==> src/hdl/v2fx_div.sv <==
// ----------------------------------------------------------------------------
// v2fx_div: pipelined unsigned divider for normalize
// Quotient (num << FB) / den, FB+1 quotient bits, one bit per stage.
// The quotient never exceeds 1.0 since num is at most the length.
// ----------------------------------------------------------------------------
module v2fx_div #(
    parameter int DW = 32,
    parameter int FB = 16
) (
    input  logic            aclk,
    input  logic            en,
    input  logic [DW-1:0]   num,
    input  logic [DW:0]     den,
    output logic [FB:0]     quo
);

    localparam int NW = DW + FB;
    localparam int CW = DW + FB + 1;

    logic [NW-1:0] rem_reg [FB+1];
    logic [DW:0]   den_reg [FB+1];
    logic [FB:0]   quo_reg [FB+1];

    for (genvar k = 0; k <= FB; k++) begin : g_stage
        logic [NW-1:0] r_in;
        logic [DW:0]   d_in;
        logic [FB:0]   q_in;
        logic [CW-1:0] dsh;
        logic          ge;

        if (k == 0) begin : g_first
            assign r_in = {num, {FB{1'b0}}};
            assign d_in = den;
            assign q_in = '0;
        end else begin : g_next
            assign r_in = rem_reg[k-1];
            assign d_in = den_reg[k-1];
            assign q_in = quo_reg[k-1];
        end

        // compare against the divisor aligned to this quotient bit
        assign dsh = CW'(d_in) << (FB - k);
        assign ge  = ({1'b0, r_in} >= dsh);

        always_ff @(posedge aclk) begin
            if (en) begin
                quo_reg[k] <= {q_in[FB-1:0], ge};
            end
        end

        if (k < FB) begin : g_pass
            always_ff @(posedge aclk) begin
                if (en) begin
                    rem_reg[k] <= ge ? (r_in - dsh[NW-1:0]) : r_in;
                    den_reg[k] <= d_in;
                end
            end
        end
    end

    assign quo = quo_reg[FB];

endmodule

==> config.mk <==
export PLATFORM = sky130hd
export DESIGN_NAME = v2fx_div
export DESIGN_NICKNAME = d
export VERILOG_FILES = /design/src/hdl/v2fx_div.sv
export SDC_FILE = /design/constraint.sdc
export NUM_CORES = 2
export LEC_CHECK = 0
export BUFFER_PORTS_ARGS = -buffer_cell sky130_fd_sc_hd__buf_2
export CAP_MARGIN = 20
export CORE_MARGIN = 3
export CORE_UTILIZATION = 60
export DETAILED_ROUTE_END_ITERATION = 8
export PLACE_DENSITY_LB_ADDON = 0.05
export SYNTH_ARGS = -nofsm -noshare
export SYNTH_HDL_FRONTEND = slang
export SYNTH_SLANG_ARGS = --single-unit
==> constraint.sdc <==
create_clock -name aclk -period 5.15 [get_ports aclk]
set_input_delay 0.7725 -clock aclk [delete_from_list [all_inputs] [get_ports aclk]]
set_output_delay 0.7725 -clock aclk [all_outputs]
set_load 0.005 [all_outputs]
==> impl_metrics.tcl <==
set metrics [dict create \
    synth.net_count 7857 \
    final.setup.tns_ps 0 \
    coreArea_sq_um 127000 \
    worst-path-max-fanout 4 \
    fp.dieW_um 364 \
    final_setup_violation_count 0 \
    dp.final_hpwl_mm 130 \
    routabilityCongestion 1.00 \
    cp_top_family "compound AO/OA/AOI/OAI gates" \
    yosys_warnings 0 \
    yosys-top-cells-area "edfxtp_1 (51%), ha_1 (9.1%), a21oi_1 (4.1%), xnor2_1 (3.6%), inv_1 (3.4%)" \
    power_leakage_nw 34.0 \
    final_clock_period_utilization_by_the_worst_path 0.887 \
    worst_r2r_endpoint "rem_reg[0][765]" \
    start_util 0.609 \
    setup.worst_path.end_class "flop" \
    layout-area-overhead-vs-synth_pct 9.56 \
    cts_max_path_buffers 3 \
    slowest_stage "a221oi_1" \
    layout.cells.non_filler 9076 \
    synth_cell_type_count 94 \
    clkSlewWorstSetupHoldPaths_ps 60 \
    r2r_cells 11 \
    io_buffers 83 \
    grt_antenna_before_repair 1 \
    core_rows 130 \
    route.antenna.remaining_nets 0 \
    worst_skew_pair_later_pin_latency_ps 780 \
    congestion_overflow_gr 0 \
    critPathMaxStageDelay_ps 790 \
    drt_first_pass_iters 6 \
    critical_path.startpoint_type "flop" \
    cts_buffer_count 146 \
    worstSetupEndpoint "rem_reg[0][765]" \
    hold_path_class "input pin to flop" \
    cts_sinks 1313 \
    synth_edf_count 1313 \
    final_layout_size_suffix_gt1_frac 0.0638 \
    reg2reg_from "rem_reg[0][674]" \
    setup_ws_ps 584 \
    cts_tree "yes" \
    crit_cells 11 \
    critPathBufInv 0 \
    cts_root_buf "clkbuf_16" \
    worst-setup-path-type "flop to flop" \
    r2r_slack_ps 580 \
    via_count 53700 \
    worst_pin_slew_ps 1010 \
    synth_sequential_area_ratio 0.512 \
    largest_register_ffs 632 \
    post_drt_via_cell_ratio 5.92 \
    grt_start_max_net_pins 117 \
    max-cap-violations 0 \
    routed_wl_mm 171 \
    design.die.area_sq_um 133000 \
    required_time_of_the_worst_setup_path_ps 5670 \
    synthesis.area_sq_um 77100 \
    synth.top_cells.by_count "edfxtp_1 (1313), inv_1 (707), a21oi_1 (627), nand2_1 (587), ha_1 (559)" \
    syn-instance-count 7215 \
    design.portCount 84 \
    ys_seq_elements 1313 \
    synth_top_area_frac 0.512 \
    power_density_nw_per_um2 569 \
    status "finished clean" \
    fin_worst_skew_ps 29.2 \
    cp_data_arrival_time_ps 5080 \
    syn_area_per_cell_sq_um 10.7 \
    timing.final.max_slew_violations 0 \
    initialDrtViolationCount 3163 \
    synth_top_cell_by_area "edfxtp_1" \
    drt_drc_violations_left 0 \
    num-nets-final 7958 \
    detail_route.wl_per_cell_um 18.8 \
    first_global_vias 54800 \
    yosysMostFrequentCell "edfxtp_1" \
    async_flop_share 0 \
    cts_setup_buffers 0 \
    synth_top_flop_cell "edfxtp_1" \
    placed_cells_incl_taps 8818 \
    crit_start "rem_reg[0][674]" \
    period_minus_slack_ps 4570 \
    worst_slew_margin_rel 0.318 \
    pre_cts_ws_ps 759 \
    rsz0062_at_grt "false" \
    cp_cell_sequence "fa_1 > a211o_1 > a211oi_1 > o21ai_1 > a211oi_1 > o22ai_1 > a221oi_1 > o21ai_1 > or3_1 > nor2_1 > xor2_1" \
    ctsHtreeMaxLevel 4 \
    grt_pass1_wl_mm 271 \
    ctsHoldBuffers 0 \
    die_h_um 364 \
    fmax_ghz 0.219 \
    max-vdd-ir-drop_v 0.000387 \
    final_hold_violation_count 0 \
    total_track_usage 0.257 \
    post_cts_resized 0 \
]
power by group:
part / switching, W / leakage (nW) / internal (W)
clock network: 0.00428 / 2.26 / 0.00588
logic: 0.0120 / 19.1 / 0.00872
registers: 0.00150 / 12.7 / 0.0157
total: 0.0178 / 34.0 / 0.0303
worst min-delay path by stage:
stage | from | endpoint | cells past startpoint | slack, ps
final | den[14] | den_reg[0][14] | 1 | 180
after global routing | den[6] | den_reg[0][6] | 1 | 130
after CTS | den[6] | den_reg[0][6] | 1 | 110
after detailed placement | quo_reg[9][6] | quo_reg[10][7] | 0 | 400
after global placement | quo_reg[10][1] | quo_reg[11][2] | 0 | 400
after floorplan | quo_reg[9][9] | quo_reg[10][10] | 0 | 400
layer usage:
metal	wire, um	vias up	global-route usage
li1	-	26600	-
met1	57600	25300	0.232
met2	96100	1235	0.525
met3	4520	549	0.0297
met4	12300	0	0.171
met5	0	-	0
layout make-up:
| cell class | instances | area, sq um |
|---|---|---|
| fillers | 9486 | 42100 |
| flip-flops and latches | 1313 | 39400 |
| multi-input cells | 4991 | 34300 |
| clock buffers | 176 | 3770 |
| inverters | 710 | 2670 |
| well taps | 1650 | 2060 |
| repair buffers | 154 | 1230 |
| clock inverters | 81 | 946 |
| diodes | 1 | 2.50 |
worst reg2reg max path, cell delays in order, from the launching register on:
cell and delay [ps]:
edfxtp_1 440, fa_1 500, a211o_1 340, a211oi_1 340, o21ai_1 190, a211oi_1 550
o22ai_1 320, a221oi_1 790, o21ai_1 200, or3_1 400, nor2_1 140, xor2_1 80
cells in the final DEF (no fill, tap or decap), types with 146 or more instances in the layout:
cell type / Yosys / routed
edfxtp_1: 1313 / 1313
inv_1: 707 / 707
a21oi_1: 627 / 626
nand2_1: 587 / 587
ha_1: 559 / 559
o21ai_0: 461 / 461
nor2_1: 439 / 439
xnor2_1: 317 / 317
a21o_1: 271 / 271
xor2_1: 219 / 219
clkbuf_16: 0 / 146
through the flow:
stage	utilization	power (W)	hold slack, ps	instance area [sq um]
floorplan	-	0.0324	400	77100
global placement	0.630	0.0373	401	79700
detailed placement	0.630	0.0377	405	79700
CTS	0.667	0.0480	114	84400
global route	0.667	0.0512	129	84400
finish	0.667	0.0481	177	84400
kinds of logic (layout without fill, tap and decap cells):
logic type                 after synthesis  count (layout)  synth area share
muxes                                  136             136            0.0197
xor gates and xnor gates               536             536            0.0609
adders and majority gates              575             575            0.0949
buffers and inverters                  911            1121            0.0446
and+or+nand+nor                       1748            1748             0.107
DFF                                   1313            1313             0.512
other                                    0               1                 0
AOI/OAI and AO/OA                     1996            1996             0.161
No activity file was read; power rests on OpenSTA's default activity.
