`src/hdl/v2fx_sqrt.sv`:
```
// ----------------------------------------------------------------------------
// v2fx_sqrt: pipelined floor square root
// One root bit per stage, DW stages, restoring digit-by-digit method.
// ----------------------------------------------------------------------------
module v2fx_sqrt #(
    parameter int DW = 32
) (
    input  logic              aclk,
    input  logic              en,
    input  logic [2*DW-1:0]   rad,
    output logic [DW-1:0]     root
);

    localparam int RW = DW + 3;

    logic [RW-1:0]   rem_reg  [DW];
    logic [DW-1:0]   root_reg [DW];
    logic [2*DW-1:0] rad_reg  [DW];

    for (genvar k = 0; k < DW; k++) begin : g_stage
        logic [RW-1:0]   r_in;
        logic [DW-1:0]   q_in;
        logic [2*DW-1:0] n_in;
        logic [RW-1:0]   t;
        logic [RW-1:0]   trial;
        logic            ge;

        if (k == 0) begin : g_first
            assign r_in = '0;
            assign q_in = '0;
            assign n_in = rad;
        end else begin : g_next
            assign r_in = rem_reg[k-1];
            assign q_in = root_reg[k-1];
            assign n_in = rad_reg[k-1];
        end

        // bring down two radicand bits, try root*4+1
        assign t     = {r_in[RW-3:0], n_in[2*DW-1 -: 2]};
        assign trial = {1'b0, q_in, 2'b01};
        assign ge    = (t >= trial);

        always_ff @(posedge aclk) begin
            if (en) begin
                rem_reg[k]  <= ge ? (t - trial) : t;
                root_reg[k] <= {q_in[DW-2:0], ge};
            end
        end

        if (k < DW - 1) begin : g_pass
            always_ff @(posedge aclk) begin
                if (en) begin
                    rad_reg[k] <= {n_in[2*DW-3:0], 2'b00};
                end
            end
        end
    end

    assign root = root_reg[DW-1];

endmodule

```
`config.mk`:
```
export PLATFORM = sky130hd
export DESIGN_NAME = v2fx_sqrt
export DESIGN_NICKNAME = d
export VERILOG_FILES = /design/src/hdl/v2fx_sqrt.sv
export SDC_FILE = /design/constraint.sdc
export NUM_CORES = 2
export LEC_CHECK = 0
export ABC_AREA = 0
export BUFFER_PORTS_ARGS = -buffer_cell sky130_fd_sc_hd__buf_2
export CELL_PAD_IN_SITES_DETAIL_PLACEMENT = 0
export CELL_PAD_IN_SITES_GLOBAL_PLACEMENT = 2
export CORE_MARGIN = 5
export CORE_UTILIZATION = 45
export CTS_CLUSTER_SIZE = 8
export DETAILED_ROUTE_END_ITERATION = 8
export PLACE_DENSITY_LB_ADDON = 0.1
export SLEW_MARGIN = 10
export SYNTH_ARGS = -nofsm -noshare
export SYNTH_HDL_FRONTEND = slang
export SYNTH_MEMORY_MAX_BITS = 65536
export SYNTH_SLANG_ARGS = --single-unit
```
`constraint.sdc`:
```
create_clock -name aclk -period 7.5 [get_ports aclk]
set_input_delay 0.75 -clock aclk [delete_from_list [all_inputs] [get_ports aclk]]
set_output_delay 0.75 -clock aclk [all_outputs]
set_load 0.01 [all_outputs]
```
==> metrics.md <==
| Metric | Value |
|---|---|
| Design Power | `40.7 mW` |
| Initial DRT Pass Iterations | `5` |
| RSZ-0062 raised after global routing | `false` |
| Synthesized area per cell | `13.0 sq um` |
| Max Slew Vio Count | `0` |
| Worst r2r path cells | `12` |
| Yosys Warn Count | `0` |
| Initial Utilization | `0.451` |
| Mapped Nets | `9520` |
| Post-synthesis sequential area ratio | `0.649` |
| CTS sink count | `2494` |
| Post-Route Skew | `0.0441 ns` |
| Pleak | `49.4 nW` |
| Die area | `0.267 sq mm` |
| Critical R2R Capture | `rem_reg[29][25]` |
| Endpoints failing hold | `0` |
| CORE AREA | `0.256 sq mm` |
| I/O Buffers | `97` |
| Nature of the critical path startpoint | `flip-flop` |
| Fin Hold WS | `0.0885 ns` |
| Max-cap violations | `0` |
| Final Cycle Share | `0.635` |
| Worst skew pair latency | `0.89 ns` |
| Most frequent cells in the layout | `edfxtp_1, inv_1, nand2_1` |
| Vias in the first global route | `67700` |
| Hold crit path type | `in -> reg` |
| DRC Markers | `0` |
| Drt via density | `5.31` |
| EDFF count, synth | `2494` |
| Fin nets | `9920` |
| Worst r2r src | `rem_reg[28][7]` |
| Worst Tran Pin Value | `1.10 ns` |
| Hold Crit Depth | `1` |
| Post-DRT Antenna Nets | `0` |
| Distinct cell type count of the synthesized netlist | `91` |
| Post-DP HPWL | `176 mm` |
| Root Buffer | `clkbuf_16` |
| CP Class | `reg -> reg` |
| Number of H-tree levels | `5` |
| Finished Layout Cells | `12700` |
| Setup WS post-layout | `2.74 ns` |
| WHS Endpoint | `rad_reg[0][13]` |
| Post-CTS setup buffer count | `0` |
| Largest net degree at the start of global routing | `179` |
| CP cell instances | `ha_1 -> o21ai_0 -> a221oi_1 -> a211oi_1 -> a21oi_1 -> a311oi_1 -> o21ai_1 -> a311oi_1 -> o211a_1 -> buf_4 -> nor2_1 -> a221o_1` |
| Crit-path max FO | `40` |
| Inserted Clock Buffers | `352` |
| GPL Wtd Cong | `0.834` |
| Max-Slew Margin vs Limit | `0.269` |
| Via count | `67600` |
| Status | `completed` |
| Synthesized cell area | `0.115 sq mm` |
| Worst endpoint required time | `8.13 ns` |
| CTS tree | `built` |
| GRT Util Overall | `0.183` |
| Routed wire length | `246 mm` |
| Max reg flops | `992` |
| Final Setup Violations | `0` |
| Setup TNS | `0 ns` |
| Die Height | `516 um` |
| Reg2reg setup slack | `2.74 ns` |
| Max clock buf depth | `4` |
| Detailed router's first-iteration violation count | `4648` |
| Peak VDD IR | `247 uV` |
| Worst Setup End Kind | `flip-flop` |
| Place WS | `2.79 ns` |
| Clock slew at reported path FFs | `0.05 ns` |
| Hold_sp | `rad[13]` |
| Arr. time, crit path | `5.39 ns` |
| Avg WL per Cell | `19.4 um` |
| Top Ports | `98` |
| Share of cells above drive strength 1 | `0.0747` |
| Core Rows | `186` |
| Critical path's most frequent cell | `a311oi_1` |
| Flops & latches, synth | `2494` |
| Initial antenna violation count | `6` |
| Die Width | `516 um` |
| Max frequency | `210 MHz` |
| Async SR Flop Fraction | `0` |
| Crit path max-delay cell type | `o211a_1` |
| GRT overflow | `0` |
| Commonest non-fill, non-tap cell in the layout | `edfxtp_1` |
| Critical Path Max Stage Delay | `0.66 ns` |
| Tmin final | `4.76 ns` |
| Placed Cells | `12300` |
| First-pass GRT wire length | `385 mm` |
| Top FF cell, synth | `edfxtp_1` |
| P&R area growth vs syn | `12.8%` |
| Synth Instances | `8893` |
| Filler cell count | `22000` |
| Power Dens Cells | `312 mW/mm^2` |
[per-stage QoR]
stage	cell area, sq um	util
2_1_floorplan	115000	-
3_3_place_gp	120000	0.469
6_report	130000	0.509
4_1_cts	130000	0.509
5_1_grt	130000	0.509
3_5_place_dp	120000	0.469
[worst max-delay path by stage]
| stage | from | end | slack (ns) |
|---|---|---|---|
| 2_1_floorplan | rem_reg[28][6] | rem_reg[29][11] | 4.00 |
| 3_3_place_gp | rem_reg[28][7] | rem_reg[29][25] | 2.81 |
| 3_5_place_dp | rem_reg[28][6] | rem_reg[29][25] | 2.79 |
| 4_1_cts | rem_reg[28][7] | rem_reg[29][25] | 2.75 |
| 5_1_grt | rem_reg[28][7] | rem_reg[29][22] | 2.33 |
| 6_report | rem_reg[28][7] | rem_reg[29][25] | 2.74 |
[timing repair]
item / CTS / global route
endpoints found under the setup margin: 0 / 0
resized for setup: 0 / 0
hold endpoints to repair: 61 / 0
hold buffers: 61 / 0
[logic make-up (layout without fill, tap and decap cells)]
group	Yosys count	after routing	synth area share
mux	80	80	0.00770
buf+inv	884	1327	0.0291
xor+xnor	791	791	0.0600
simple gates	2301	2301	0.0982
fa+ha+maj	561	561	0.0608
other cells	1	2	0.0000325
flops	2494	2494	0.649
compound gates	1781	1781	0.0954
[layout make-up]
type,count,area (sq um),area share
timing repair buffer,207,1650,0.0127
antenna,1,2.50,0.0000192
clock buffer,365,8860,0.0680
multi-input combinational,5515,37300,0.286
inverter,723,2710,0.0208
tap,3384,4230,0.0325
sequential,2494,74900,0.575
clock inverter,32,604,0.00464
[critical path, delay by kind of cell, from the launching register on]
| family | cells | cell delay, ns |
|---|---|---|
| compound gates | 9 | 3.20 |
| buf+inv | 1 | 0.45 |
| flops | 1 | 0.39 |
| fa+ha+maj | 1 | 0.37 |
| simple gates | 1 | 0.07 |
[routing by layer]
layer | GRT usage | part of all wire
met1 | 0.244 | 0.45
met5 | 0 | 0
met2 | 0.312 | 0.49
met3 | 0.0230 | 0.034
met4 | 0.0585 | 0.031
[synth_stat cells, types with 11 or more instances]
| cell type | number | area, sq um |
|---|---|---|
| o31a_1 | 13 | 114 |
| a2111oi_0 | 19 | 166 |
| a21boi_0 | 17 | 128 |
| mux2_2 | 70 | 788 |
| o211ai_1 | 27 | 203 |
| a221oi_1 | 12 | 105 |
| a21o_1 | 210 | 1580 |
| a31o_2 | 11 | 96.3 |
| o41ai_1 | 17 | 149 |
| nand2_1 | 661 | 2480 |
| buf_2 | 11 | 55.1 |
| and4_1 | 16 | 140 |
| nor2_1 | 506 | 1900 |
| a211o_1 | 11 | 96.3 |
| ha_1 | 561 | 7020 |
| nand2b_1 | 118 | 738 |
| a31oi_1 | 39 | 244 |
| nor3_1 | 216 | 1080 |
| nor4_1 | 112 | 701 |
| nor2b_1 | 96 | 601 |
| o21ai_0 | 531 | 2660 |
| edfxtp_1 | 2494 | 74900 |
| or4_1 | 53 | 398 |
| inv_1 | 723 | 2710 |
| a211oi_1 | 54 | 405 |
| or2_2 | 44 | 275 |
| a21oi_1 | 493 | 2470 |
| xnor2_1 | 398 | 3490 |
| o31ai_1 | 64 | 480 |
| o22ai_1 | 13 | 81.3 |
| nor3b_1 | 21 | 158 |
| o21a_1 | 100 | 751 |
| nand4_1 | 84 | 526 |
| xor2_1 | 393 | 3440 |
| o21bai_1 | 57 | 428 |
| and3_1 | 46 | 288 |
| clkbuf_1 | 133 | 499 |
| or3_1 | 95 | 594 |
| nand3b_1 | 19 | 143 |
| nand3_1 | 145 | 726 |
| and2_1 | 24 | 150 |
[report_power, final]
part	switching, mW	total [mW]	internal [mW]
Clock	5.66	14.0	8.32
Combinational	4.52	7.81	3.29
Sequential	1.22	18.9	17.7
Power figures use the tool's default switching activity.
